--- config.mk ---
export PLATFORM = sky130hd
export DESIGN_NAME = stepper_half_step_homing_core
export DESIGN_NICKNAME = d
export VERILOG_FILES = /design/src/shp_pkg.sv /design/src/shp_turn_load.sv /design/src/stepper_half_step_homing_core.sv
export SDC_FILE = /design/constraint.sdc
export NUM_CORES = 1
export LEC_CHECK = 0
export BUFFER_PORTS_ARGS = -buffer_cell sky130_fd_sc_hd__buf_2
export CAP_MARGIN = 40
export CORE_ASPECT_RATIO = 2
export CORE_MARGIN = 2
export CORE_UTILIZATION = 55
export DETAILED_ROUTE_END_ITERATION = 10
export PLACE_DENSITY = 0.72
export SETUP_SLACK_MARGIN = 0.5
export SKIP_CTS_REPAIR_TIMING = 1
export SLEW_MARGIN = 20
export SYNTH_ARGS = -nofsm -noshare
export SYNTH_HDL_FRONTEND = slang
export SYNTH_HIERARCHICAL = 1
export SYNTH_SLANG_ARGS = --single-unit
export TNS_END_PERCENT = 100
--- constraint.sdc ---
create_clock -name clk -period 11.45 [get_ports clk]
set_clock_uncertainty 0.1 [all_clocks]
set_input_delay 0.5725 -clock clk [delete_from_list [all_inputs] [get_ports clk]]
set_output_delay 0.5725 -clock clk [all_outputs]
set_load 0.005 [all_outputs]
--- src/shp_pkg.sv ---
// Package with the shared types, constants and functions of the half-step homing sequencer.
`default_nettype none

package shp_pkg;

    // Item kinds as carried on the input tuser field.
    typedef enum logic [1:0] {
        MODE_TICK = 2'd0,
        MODE_TURN = 2'd1,
        MODE_ARM  = 2'd2
    } mode_t;

    localparam int ANGLE_W      = 13;
    localparam int PHASE_W      = 3;
    localparam int COILS_W      = 4;
    localparam int STEPS_W      = 2;
    localparam int IN_TDATA_W   = 16;
    localparam int OUT_TDATA_W  = 16;
    localparam int DEG_PER_REV  = 360;

    // Turn load: floor(mag * SPR / 360) as (mag * recip) >> TURN_SHIFT.
    // The shift is large enough that the result is exact for any 13-bit magnitude.
    localparam int TURN_SHIFT   = 21;

    // Homing load: ceil(rem / 360) as ((rem + 359) * REM_RECIP) >> REM_SHIFT,
    // exact for any remainder below 2^16.
    localparam int REM_Y_W      = 17;
    localparam int REM_RECIP_W  = 18;
    localparam logic [REM_RECIP_W-1:0] REM_RECIP = 18'd186414;
    localparam int REM_SHIFT    = 26;
    localparam int REM_PROD_W   = REM_Y_W + REM_RECIP_W;
    localparam int REM_CEIL_W   = REM_PROD_W - REM_SHIFT;

    // Coil drive for each of the eight half-step phases.
    function automatic logic [COILS_W-1:0] coil_pattern(input logic [PHASE_W-1:0] phase);
        logic [COILS_W-1:0] pat;
        case (phase)
            3'd0:    pat = 4'b0001;
            3'd1:    pat = 4'b0011;
            3'd2:    pat = 4'b0010;
            3'd3:    pat = 4'b0110;
            3'd4:    pat = 4'b0100;
            3'd5:    pat = 4'b1100;
            3'd6:    pat = 4'b1000;
            default: pat = 4'b1001;
        endcase
        return pat;
    endfunction

    // Phase increment: plus one forward, minus one (seven modulo eight) in reverse.
    function automatic logic [PHASE_W-1:0] phase_delta(input logic fwd);
        return fwd ? 3'd1 : 3'd7;
    endfunction

endpackage

`default_nettype wire

--- src/shp_turn_load.sv ---
// Step count for a turn command: floor(STEPS_PER_REV * |angle| / 360), saturated.
`default_nettype none

module shp_turn_load
    import shp_pkg::*;
#(
    parameter int STEPS_PER_REV = 4096,
    parameter int COUNT_BITS    = 24
)
(
    input  logic signed [ANGLE_W-1:0]    angle,
    output logic                         negative,
    output logic        [COUNT_BITS-1:0] steps
);

    localparam longint unsigned TURN_RECIP =
        ((64'(STEPS_PER_REV) << TURN_SHIFT) + 64'(DEG_PER_REV - 1)) / 64'(DEG_PER_REV);
    localparam int RECIP_W = $clog2(TURN_RECIP + 1);
    localparam int PROD_W  = ANGLE_W + RECIP_W;
    localparam int RAW_W   = PROD_W - TURN_SHIFT;
    localparam int CMP_W   = (RAW_W > COUNT_BITS) ? RAW_W : COUNT_BITS;
    localparam logic [COUNT_BITS-1:0] CNT_MAX = '1;

    logic [ANGLE_W-1:0] mag;
    logic [PROD_W-1:0]  prod;
    logic [RAW_W-1:0]   raw;

    // The most negative angle has magnitude 4096, which still fits unsigned in 13 bits.
    assign negative = angle[ANGLE_W-1];
    assign mag      = negative ? ANGLE_W'(-angle) : ANGLE_W'(angle);
    assign prod     = PROD_W'(mag) * PROD_W'(TURN_RECIP);
    assign raw      = prod[PROD_W-1:TURN_SHIFT];

    always_comb
    begin
        if (CMP_W'(raw) > CMP_W'(CNT_MAX))
        begin
            steps = CNT_MAX;
        end
        else
        begin
            steps = COUNT_BITS'(raw);
        end
    end

endmodule

`default_nettype wire

--- src/stepper_half_step_homing_core.sv ---
// Top level of the half-step unipolar stepper sequencer with homing run.
//
// Usage: one input channel (s_axis) carries items; the item kind is on s_axis_tuser
// (tick, turn command or arm command) and s_axis_tdata holds the turn angle and the
// home button level. Every accepted input transaction yields exactly one output
// transaction on m_axis with the held coil drive, the number of phase steps taken,
// the turning and arming flags, and the one-item magnet enable pulse.
// An accepted item is held in an input register, is processed by short logic that
// updates the motor state, and its result is loaded into the output register when
// that register is free or being emptied, so a result reaches m_axis through the
// input register and then the output register. One item per cycle is sustained
// while the receiver takes results; the single-entry input register lets one more
// transaction in while a finished result is still waiting.
// When the receiver stalls, the result holds steady and the state does not move;
// s_axis_tready drops once the input register is also full.
// The homing run tracks home_count * 360 modulo STEPS_PER_REV alongside the count,
// so the reverse turn load is one reciprocal multiply and a subtract at the end of
// the run; a turn command load is one constant multiply and a saturation.
// Reset (rst_n low, asynchronous) empties both registers and returns the motor state
// to phase zero, forward direction, no turn, no homing run and all coils off.
`default_nettype none

module stepper_half_step_homing_core
    import shp_pkg::*;
#(
    parameter int STEPS_PER_REV = 4096,
    parameter int COUNT_BITS    = 24
)
(
    input  logic                   clk,
    input  logic                   rst_n,
    input  logic                   s_axis_tvalid,
    output logic                   s_axis_tready,
    // Bits [12:0] angle (signed), [13] button_pressed, [15:14] zero.
    input  logic [IN_TDATA_W-1:0]  s_axis_tdata,
    // Bits [1:0] mode.
    input  logic [1:0]             s_axis_tuser,
    output logic                   m_axis_tvalid,
    input  logic                   m_axis_tready,
    // Bits [3:0] coils, [5:4] steps_taken, [6] turning, [7] arming,
    // [8] magnet_enable, [15:9] zero.
    output logic [OUT_TDATA_W-1:0] m_axis_tdata
);

    localparam int REM_W = $clog2(STEPS_PER_REV);
    localparam int REM_STEP = DEG_PER_REV % STEPS_PER_REV;
    // Below this count the homing angle rounds down to zero degrees.
    localparam int HOME_ZERO_LIMIT = (STEPS_PER_REV + DEG_PER_REV - 1) / DEG_PER_REV;
    localparam logic [COUNT_BITS-1:0] CNT_MAX = '1;

    // Input register.
    logic                      in_valid_reg;
    mode_t                     in_mode_reg;
    logic signed [ANGLE_W-1:0] in_angle_reg;
    logic                      in_button_reg;

    // Motor state.
    logic [PHASE_W-1:0]    phase_reg, phase_next;
    logic                  forward_reg, forward_next;
    logic [COUNT_BITS-1:0] steps_left_reg, steps_left_next;
    logic [COUNT_BITS-1:0] home_count_reg, home_count_next;
    logic [REM_W-1:0]      rem_reg, rem_next;
    logic                  turn_busy_reg, turn_busy_next;
    logic                  arm_busy_reg, arm_busy_next;
    logic [COILS_W-1:0]    coil_reg, coil_next;

    // Per-item result fields that are not part of the state.
    logic                  out_valid_reg;
    logic [STEPS_W-1:0]    taken_reg, taken_next;
    logic                  magnet_reg, magnet_next;

    logic                  advance;
    logic                  step1;
    logic [PHASE_W-1:0]    phase_mid;
    logic                  turn_negative;
    logic [COUNT_BITS-1:0] turn_steps;
    logic [REM_W:0]        rem_sum;
    logic [REM_W-1:0]      rem_stepped;
    logic                  home_short;
    logic [REM_Y_W-1:0]    home_y;
    logic [REM_PROD_W-1:0] home_prod;
    logic [REM_CEIL_W-1:0] home_ceil;
    logic [COUNT_BITS-1:0] home_steps;

    // The held item is processed when the output register is free or being emptied.
    assign advance       = in_valid_reg && (!out_valid_reg || m_axis_tready);
    assign s_axis_tready = !in_valid_reg || advance;

    shp_turn_load #(
        .STEPS_PER_REV (STEPS_PER_REV),
        .COUNT_BITS    (COUNT_BITS)
    ) u_turn_load (
        .angle    (in_angle_reg),
        .negative (turn_negative),
        .steps    (turn_steps)
    );

    // Running remainder of home_count * 360 modulo STEPS_PER_REV.
    assign rem_sum     = (REM_W + 1)'(rem_reg) + (REM_W + 1)'(REM_STEP);
    assign rem_stepped = (rem_sum >= (REM_W + 1)'(STEPS_PER_REV))
                         ? REM_W'(rem_sum - (REM_W + 1)'(STEPS_PER_REV))
                         : REM_W'(rem_sum);

    // Reverse turn load: floor(SPR * floor(360 h / SPR) / 360) = h - ceil(rem / 360).
    assign home_y     = REM_Y_W'(rem_reg) + REM_Y_W'(DEG_PER_REV - 1);
    assign home_prod  = REM_PROD_W'(home_y) * REM_PROD_W'(REM_RECIP);
    assign home_ceil  = home_prod[REM_PROD_W-1:REM_SHIFT];
    assign home_steps = home_count_reg - COUNT_BITS'(home_ceil);
    assign home_short = home_count_reg < COUNT_BITS'(HOME_ZERO_LIMIT);

    // The turn part of a tick steps when a counted turn still has steps left.
    assign step1     = turn_busy_reg && (steps_left_reg != '0);
    assign phase_mid = step1 ? phase_reg + phase_delta(forward_reg) : phase_reg;

    always_comb
    begin
        phase_next      = phase_reg;
        forward_next    = forward_reg;
        steps_left_next = steps_left_reg;
        home_count_next = home_count_reg;
        rem_next        = rem_reg;
        turn_busy_next  = turn_busy_reg;
        arm_busy_next   = arm_busy_reg;
        coil_next       = coil_reg;
        taken_next      = '0;
        magnet_next     = 1'b0;
        case (in_mode_reg)
            MODE_TICK:
            begin
                if (turn_busy_reg)
                begin
                    if (step1)
                    begin
                        coil_next       = coil_pattern(phase_reg);
                        phase_next      = phase_mid;
                        steps_left_next = steps_left_reg - 1'b1;
                    end
                    else
                    begin
                        turn_busy_next = 1'b0;
                    end
                end
                if (arm_busy_reg)
                begin
                    coil_next = coil_pattern(phase_mid);
                    if (in_button_reg)
                    begin
                        // Home reached: start the reverse turn and take its first step.
                        arm_busy_next   = 1'b0;
                        turn_busy_next  = 1'b1;
                        forward_next    = home_short;
                        steps_left_next = home_steps;
                        home_count_next = '0;
                        rem_next        = '0;
                        magnet_next     = 1'b1;
                        phase_next      = phase_mid + phase_delta(home_short);
                    end
                    else
                    begin
                        phase_next = phase_mid + phase_delta(forward_reg);
                        if (home_count_reg != CNT_MAX)
                        begin
                            home_count_next = home_count_reg + 1'b1;
                            rem_next        = rem_stepped;
                        end
                    end
                end
                taken_next = STEPS_W'(step1) + STEPS_W'(arm_busy_reg);
            end
            MODE_TURN:
            begin
                forward_next    = !turn_negative;
                steps_left_next = turn_steps;
                turn_busy_next  = 1'b1;
            end
            MODE_ARM:
            begin
                arm_busy_next = 1'b1;
            end
            default:
            begin
            end
        endcase
    end

    always_ff @(posedge clk or negedge rst_n)
    begin
        if (!rst_n)
        begin
            in_valid_reg <= 1'b0;
        end
        else if (s_axis_tready)
        begin
            in_valid_reg <= s_axis_tvalid;
        end
    end

    always_ff @(posedge clk)
    begin
        if (s_axis_tvalid && s_axis_tready)
        begin
            in_mode_reg   <= mode_t'(s_axis_tuser);
            in_angle_reg  <= s_axis_tdata[ANGLE_W-1:0];
            in_button_reg <= s_axis_tdata[ANGLE_W];
        end
    end

    always_ff @(posedge clk or negedge rst_n)
    begin
        if (!rst_n)
        begin
            phase_reg      <= '0;
            forward_reg    <= 1'b1;
            steps_left_reg <= '0;
            home_count_reg <= '0;
            rem_reg        <= '0;
            turn_busy_reg  <= 1'b0;
            arm_busy_reg   <= 1'b0;
            coil_reg       <= '0;
            out_valid_reg  <= 1'b0;
            taken_reg      <= '0;
            magnet_reg     <= 1'b0;
        end
        else
        begin
            if (advance)
            begin
                phase_reg      <= phase_next;
                forward_reg    <= forward_next;
                steps_left_reg <= steps_left_next;
                home_count_reg <= home_count_next;
                rem_reg        <= rem_next;
                turn_busy_reg  <= turn_busy_next;
                arm_busy_reg   <= arm_busy_next;
                coil_reg       <= coil_next;
                taken_reg      <= taken_next;
                magnet_reg     <= magnet_next;
                out_valid_reg  <= 1'b1;
            end
            else if (m_axis_tready)
            begin
                out_valid_reg <= 1'b0;
            end
        end
    end

    // The state registers change only together with the output register, so the
    // held state is the state after the item being shown.
    assign m_axis_tvalid = out_valid_reg;
    assign m_axis_tdata  = {7'b0, magnet_reg, arm_busy_reg, turn_busy_reg, taken_reg, coil_reg};

endmodule

`default_nettype wire

==> metrics.txt, run 1 <==
number of DRC markers in iteration 0 approximately 700; Synth Warn # 6; gr ovfl total 0; R2R cell count 26; final number of max-transition violations 0; top-count cell post-synth inv_1; Cells after Synth 1430; Ports 40; n_diodes 0; worst hold path type input pin to async pin; fmax 0.116 GHz; Worst Path Required roughly 12 ns; Worst Setup Start Kind flip-flop; Worst path top cell family by delay adder cells; Async SR Flop Fraction 81.8%; Final Hold Viols 0; reg2reg end steps_left_reg[20]$_DFFE_PN0P_; post-synth top area share 18.3%; post-DP HPWL 27600 um; nets 1749; #FFs+latches synth between 80 and 90; first-pass GRT wire length about 54000 um; Least-Margin Pin Slew around 0.80 ns; Final setup viols 0; setup tns final 0 ns; R2R Path Start rem_reg[5]$_DFFE_PN0P_; synth cell count leaders 230 x inv_1, 186 x ha_1, 105 x fa_1; CTS tree done; Routed Antenna Nets 0; CP max FO 13; vias between 10000 and 15000; CP most frequent cell ha_1; Final WS setup 2.86 ns; Rows 78; clock net sink count 88; CP Capture Type flip-flop; vias per cell 5.94; Cell Count, Final, Fillers Out ~1700; Final GP Congestion 0.979; Post-synth EDFFs 16; CP max stage delay 0.71 ns; Port Buffers 30; # fillers 2083; Post-Place Cells 1705; chip width 112 um; Final Critical Period 8.59 ns; clk slew on worst S/H paths 0.08 ns; CTS Root Cell clkbuf_16; pre-CTS setup slack approximately 2.9 ns; share of cells above drive strength 1 under 10%; clk buf depth 2; RSZ-0062 raised after global routing false; main area contributors after synthesis ha_1 18%, fa_1 17%, dfrtp_1 14%; critical path type flip-flop to flip-flop; Die Area 0.0245 mm^2; Slew headroom between 40% and 50%; DRC 0; vias in the first global route 10889; WP data arrival 8.73 ns; total track usage about 28%; Routed WL 32900 um; antenna violations before repair 0; core box area 0.0227 mm^2; First-pass DRT Iterations 5; post-synthesis sequential area ratio between 15 and 20%; largest area contributor in the netlist ha_1; ys flop type dfrtp_1; area grow syn2layout 4.50%; pin count of the biggest net entering global routing 44; Initial Util 56.0%; Bufs and invs on worst path 2; Slowest cell on crit path dfrtp_1; reg2reg setup slack between 2 and 3 ns; Num CTS Buffers 9; Clk Latency, worst-skew pair 0.35 ns; routed len/inst 19.1 um; Yosys cell types 103; Mean Syn Cell Area 8.91 um^2; Max-Cap Viols 0; synthesized area 0.0127 mm^2; H-tree Lvls 3; die height 219 um; fin crit share 75.0%; status finished clean
-- cell type report --
class | count | area (um^2) | share of cell area, %
repair buffers | 38 | 233 | 1.75
clock buffers | 10 | 229 | 1.72
flip-flops and latches | 88 | 2280 | 17.2
clock inverters | 6 | 75.1 | 0.564
multi-input cells | 1067 | 9270 | 69.6
inverters | 232 | 871 | 6.54
well taps | 280 | 350 | 2.63
-- worst max path at each step --
stage | start | to | depth (start not counted)
finish | rem_reg[5]$_DFFE_PN0P_ | steps_left_reg[20]$_DFFE_PN0P_ | 26
global route | rem_reg[5]$_DFFE_PN0P_ | steps_left_reg[20]$_DFFE_PN0P_ | 26
CTS | rem_reg[5]$_DFFE_PN0P_ | steps_left_reg[20]$_DFFE_PN0P_ | 26
floorplan | rem_reg[5]$_DFFE_PN0P_ | steps_left_reg[20]$_DFFE_PN0P_ | 27
detailed placement | rem_reg[5]$_DFFE_PN0P_ | steps_left_reg[20]$_DFFE_PN0P_ | 26
global placement | rem_reg[5]$_DFFE_PN0P_ | steps_left_reg[20]$_DFFE_PN0P_ | 26
-- placed cells by master (no fill, tap or decap), types with 6 or more instances in the layout --
master and count:
a21o_1 16, nand2b_1 16, a21oi_1 86, o211ai_1 6, xor2_1 26, o21ai_0 56
xnor2_1 64, a22o_1 6, nand3_1 30, fa_1 105, o41ai_1 6, nand2_1 91
inv_1 230, o31ai_1 8, clkbuf_16 9, nor2_1 83, nor3_1 40, nand4_1 15
buf_4 8, nor4_1 8, nor2b_1 11, dfrtp_1 71, conb_1 20, ha_1 186
or3_1 17, or4_1 9, and3_1 9, buf_2 29, o221ai_1 8, a31oi_1 8
edfxtp_1 16, o21a_1 6
-- through the flow --
| stage | hold WS, ns | area [um^2] | utilization, % |
|---|---|---|---|
| 2_1_floorplan | 0.177 | 12800 | - |
| 3_3_place_gp | 0.356 | 13000 | 57.0 |
| 3_5_place_dp | 0.368 | 13000 | 57.2 |
| 4_1_cts | 0.0765 | 13300 | 58.5 |
| 5_1_grt | 0.0950 | 13300 | 58.5 |
| 6_report | 0.0608 | 13300 | 58.5 |
-- metal layers --
layer | vias to the layer above | track usage [%] | wire, um
met4 | 0 | 20.6 | 2720
met5 | - | 0 | 0
met3 | 127 | 2.40 | 812
met1 | 4964 | 27.2 | 11300
met2 | 256 | 53.6 | 18100
li1 | 4877 | - | -
-- cells by family after synthesis --
family,Yosys count,share of synthesized area (%)
DFF,88,17.9
other,3,0.0884
adders and majority gates,291,34.8
xor gates and xnor gates,91,6.32
AOI/OAI and AO/OA,278,14.5
muxes,4,0.324
buffers and inverters,292,9.84
and+or+nand+nor,383,16.2
Power of run 1 is not shown: default switching activity piles up to over one toggle a cycle in this logic, so the estimate is an artifact.
==> run 2: changes to the inputs <==
Settings changed: PLACE_DENSITY 0.72 to 0.75.
Clock period 11.45 ns to 7 ns, I/O delays scaled along.
==> run 2 against run 1 <==
- final cell count increased by 4.4%
- non-clock buffer count is 75 higher
- setup slack lost 2.8 ns
==> metrics.txt, run 2 (same netlist as run 1, synthesis figures left out) <==
status finished clean; post-DP HPWL 28000 um (+1.3%); antenna violations before repair 0 (unchanged); H-tree Lvls 3 (unchanged); Final GP Congestion 1.02 (+4.3%); routed len/inst 19.3 um (+1.1%); final number of max-transition violations 0 (unchanged); total track usage 28.0% (+0.14 points); most frequent cells in the layout 218 x inv_1, 160 x ha_1, 101 x fa_1; critical path type flip-flop to flip-flop; First-pass DRT Iterations 5 (unchanged); WP data arrival 7.13 ns (-1.60 ns); Final WS setup 0.0666 ns (-2.79 ns); CTS tree done; Worst path top cell family by delay adder cells; Worst Path Required 7.19 ns (-4.40 ns); Port Buffers 30 (unchanged); Num CTS Buffers 9 (unchanged); pin count of the biggest net entering global routing 39 (-11%); vias in the first global route 10991 (+0.94%); Rows 78 (unchanged); area grow syn2layout 15.9%; hold path cells 1; R2R Path Start in_angle_reg[3]$_DFFE_PP_; Least-Margin Pin Slew 0.761 ns (-0.0386 ns); Hold Startpoint s_axis_tdata[1]; CP Capture Type flip-flop; Clk Latency, worst-skew pair 0.36 ns (about the same); clk slew on worst S/H paths 0.07 ns (about the same); n_diodes 0 (unchanged); DRC 0 (unchanged); Cell Count, Final, Fillers Out 1796 (+4.4%); leading cell type in the layout, fill and taps excluded inv_1; number of DRC markers in iteration 0 588 (-16%); Final Critical Period 6.93 ns (-1.66 ns); reg2reg setup slack 0.07 ns (-2.79 ns); Routed WL 34700 um (+5.5%); worst hold endpoint in_angle_reg[1]$_DFFE_PP_; die height 219 um (unchanged); Slew headroom 49.3% (+3.0 points); RSZ-0062 raised after global routing true; first-pass GRT wire length 54200 um (+0.58%); share of cells above drive strength 1 19.1% (+12 points); Worst Setup Start Kind flip-flop; gr ovfl total 0 (unchanged); Slowest cell on crit path fa_1; fmax 0.144 GHz (+24%); Initial Util 56.0% (unchanged); Bufs and invs on worst path 5 (+3); Max-Cap Viols 0 (unchanged); Die Area 0.0245 mm^2 (unchanged); nets 1824 (+4.3%); CTS Root Cell clkbuf_16; Final setup viols 0 (unchanged); worst hold path type input pin to flip-flop; # fillers 1876 (-9.9%); clk buf depth 2 (unchanged); reg2reg end steps_left_reg[11]$_DFFE_PN0P_; pre-CTS setup slack 0.00112 ns (-2.89 ns); vias 10676 (+4.4%); Routed Antenna Nets 0 (unchanged); Final Hold Viols 0 (unchanged); clock net sink count 88 (unchanged); CP max stage delay 0.57 ns (-0.14 ns); Ports 40 (unchanged); R2R cell count 27 (+3.8%); CP max FO 3 (-10); vias per cell 5.94 (about the same); Post-Place Cells 1751 (+2.7%); core box area 0.0227 mm^2 (unchanged); chip width 112 um (unchanged); fin crit share 99.0% (+24 points)
-- run 2: changes by cell type in the layout (fill, tap and decap cells not counted), moves of 7 or more --
| cell | before | now |
|---|---|---|
| buf_4 | 8 | 72 |
| ha_1 | 186 | 160 |
| ha_4 | 0 | 21 |
| a21oi_1 | 86 | 70 |
| o21ai_0 | 56 | 42 |
| a21oi_2 | 1 | 13 |
| inv_1 | 230 | 218 |
| inv_2 | 2 | 14 |
| buf_6 | 0 | 8 |
| nand2_1 | 91 | 83 |
| o21ai_1 | 3 | 11 |
| xnor2_1 | 64 | 57 |
-- run 2: layer usage --
metal | global-route usage (%) | routed length (um)
met3 | 2.35 | 932
met4 | 20.2 | 2660
met2 | 54.0 | 19300
met5 | 0 | 0
met1 | 27.4 | 11800
-- run 2: final cells by class --
type | count | area, um^2 | area share (%)
well taps | 280 | 350 | 2.37
multi-input cells | 1067 | 10100 | 68.4
repair buffers | 113 | 846 | 5.73
inverters | 232 | 871 | 5.90
clock inverters | 6 | 72.6 | 0.492
clock buffers | 10 | 239 | 1.62
flip-flops and latches | 88 | 2280 | 15.5
-- run 2: worst register-to-register path, delay by kind of cell, from the launching register on --
| family | cells | cell delay, ns |
|---|---|---|
| simple gates | 6 | 1.57 |
| fa+ha+maj | 6 | 2.56 |
| flops | 1 | 0.45 |
| compound gates | 9 | 1.74 |
| xor+xnor | 1 | 0.16 |
| buf+inv | 5 | 0.28 |
-- run 2: worst max path at each step --
stage / startpoint / endpoint / slack, ns / cells after the start
floorplan: rem_reg[5]$_DFFE_PN0P_ / steps_left_reg[20]$_DFFE_PN0P_ / 0.49 / 29
global placement: rem_reg[5]$_DFFE_PN0P_ / steps_left_reg[20]$_DFFE_PN0P_ / 0.09 / 30
detailed placement: in_angle_reg[2]$_DFFE_PP_ / steps_left_reg[11]$_DFFE_PN0P_ / 0.001 / 27
CTS: rem_reg[5]$_DFFE_PN0P_ / steps_left_reg[20]$_DFFE_PN0P_ / -0.05 / 30
global route: in_angle_reg[3]$_DFFE_PP_ / steps_left_reg[11]$_DFFE_PN0P_ / -0.18 / 27
finish: in_angle_reg[3]$_DFFE_PP_ / steps_left_reg[11]$_DFFE_PN0P_ / 0.07 / 27
-- run 2: metrics by stage --
stage / hold WS (ns) / TNS, ns / utilization [%] / cell area [um^2]
after floorplan: -0.0456 / 0 / - / 13200
after global placement: 0.362 / 0 / 60.4 / 13700
after detailed placement: 0.255 / 0 / 60.5 / 13800
after CTS: -0.117 / -0.135 / 61.8 / 14100
after global routing: 0.0598 / -1.05 / 64.9 / 14800
final: 0.0681 / 0 / 64.9 / 14800
Power of run 2 is left out for the same reason.
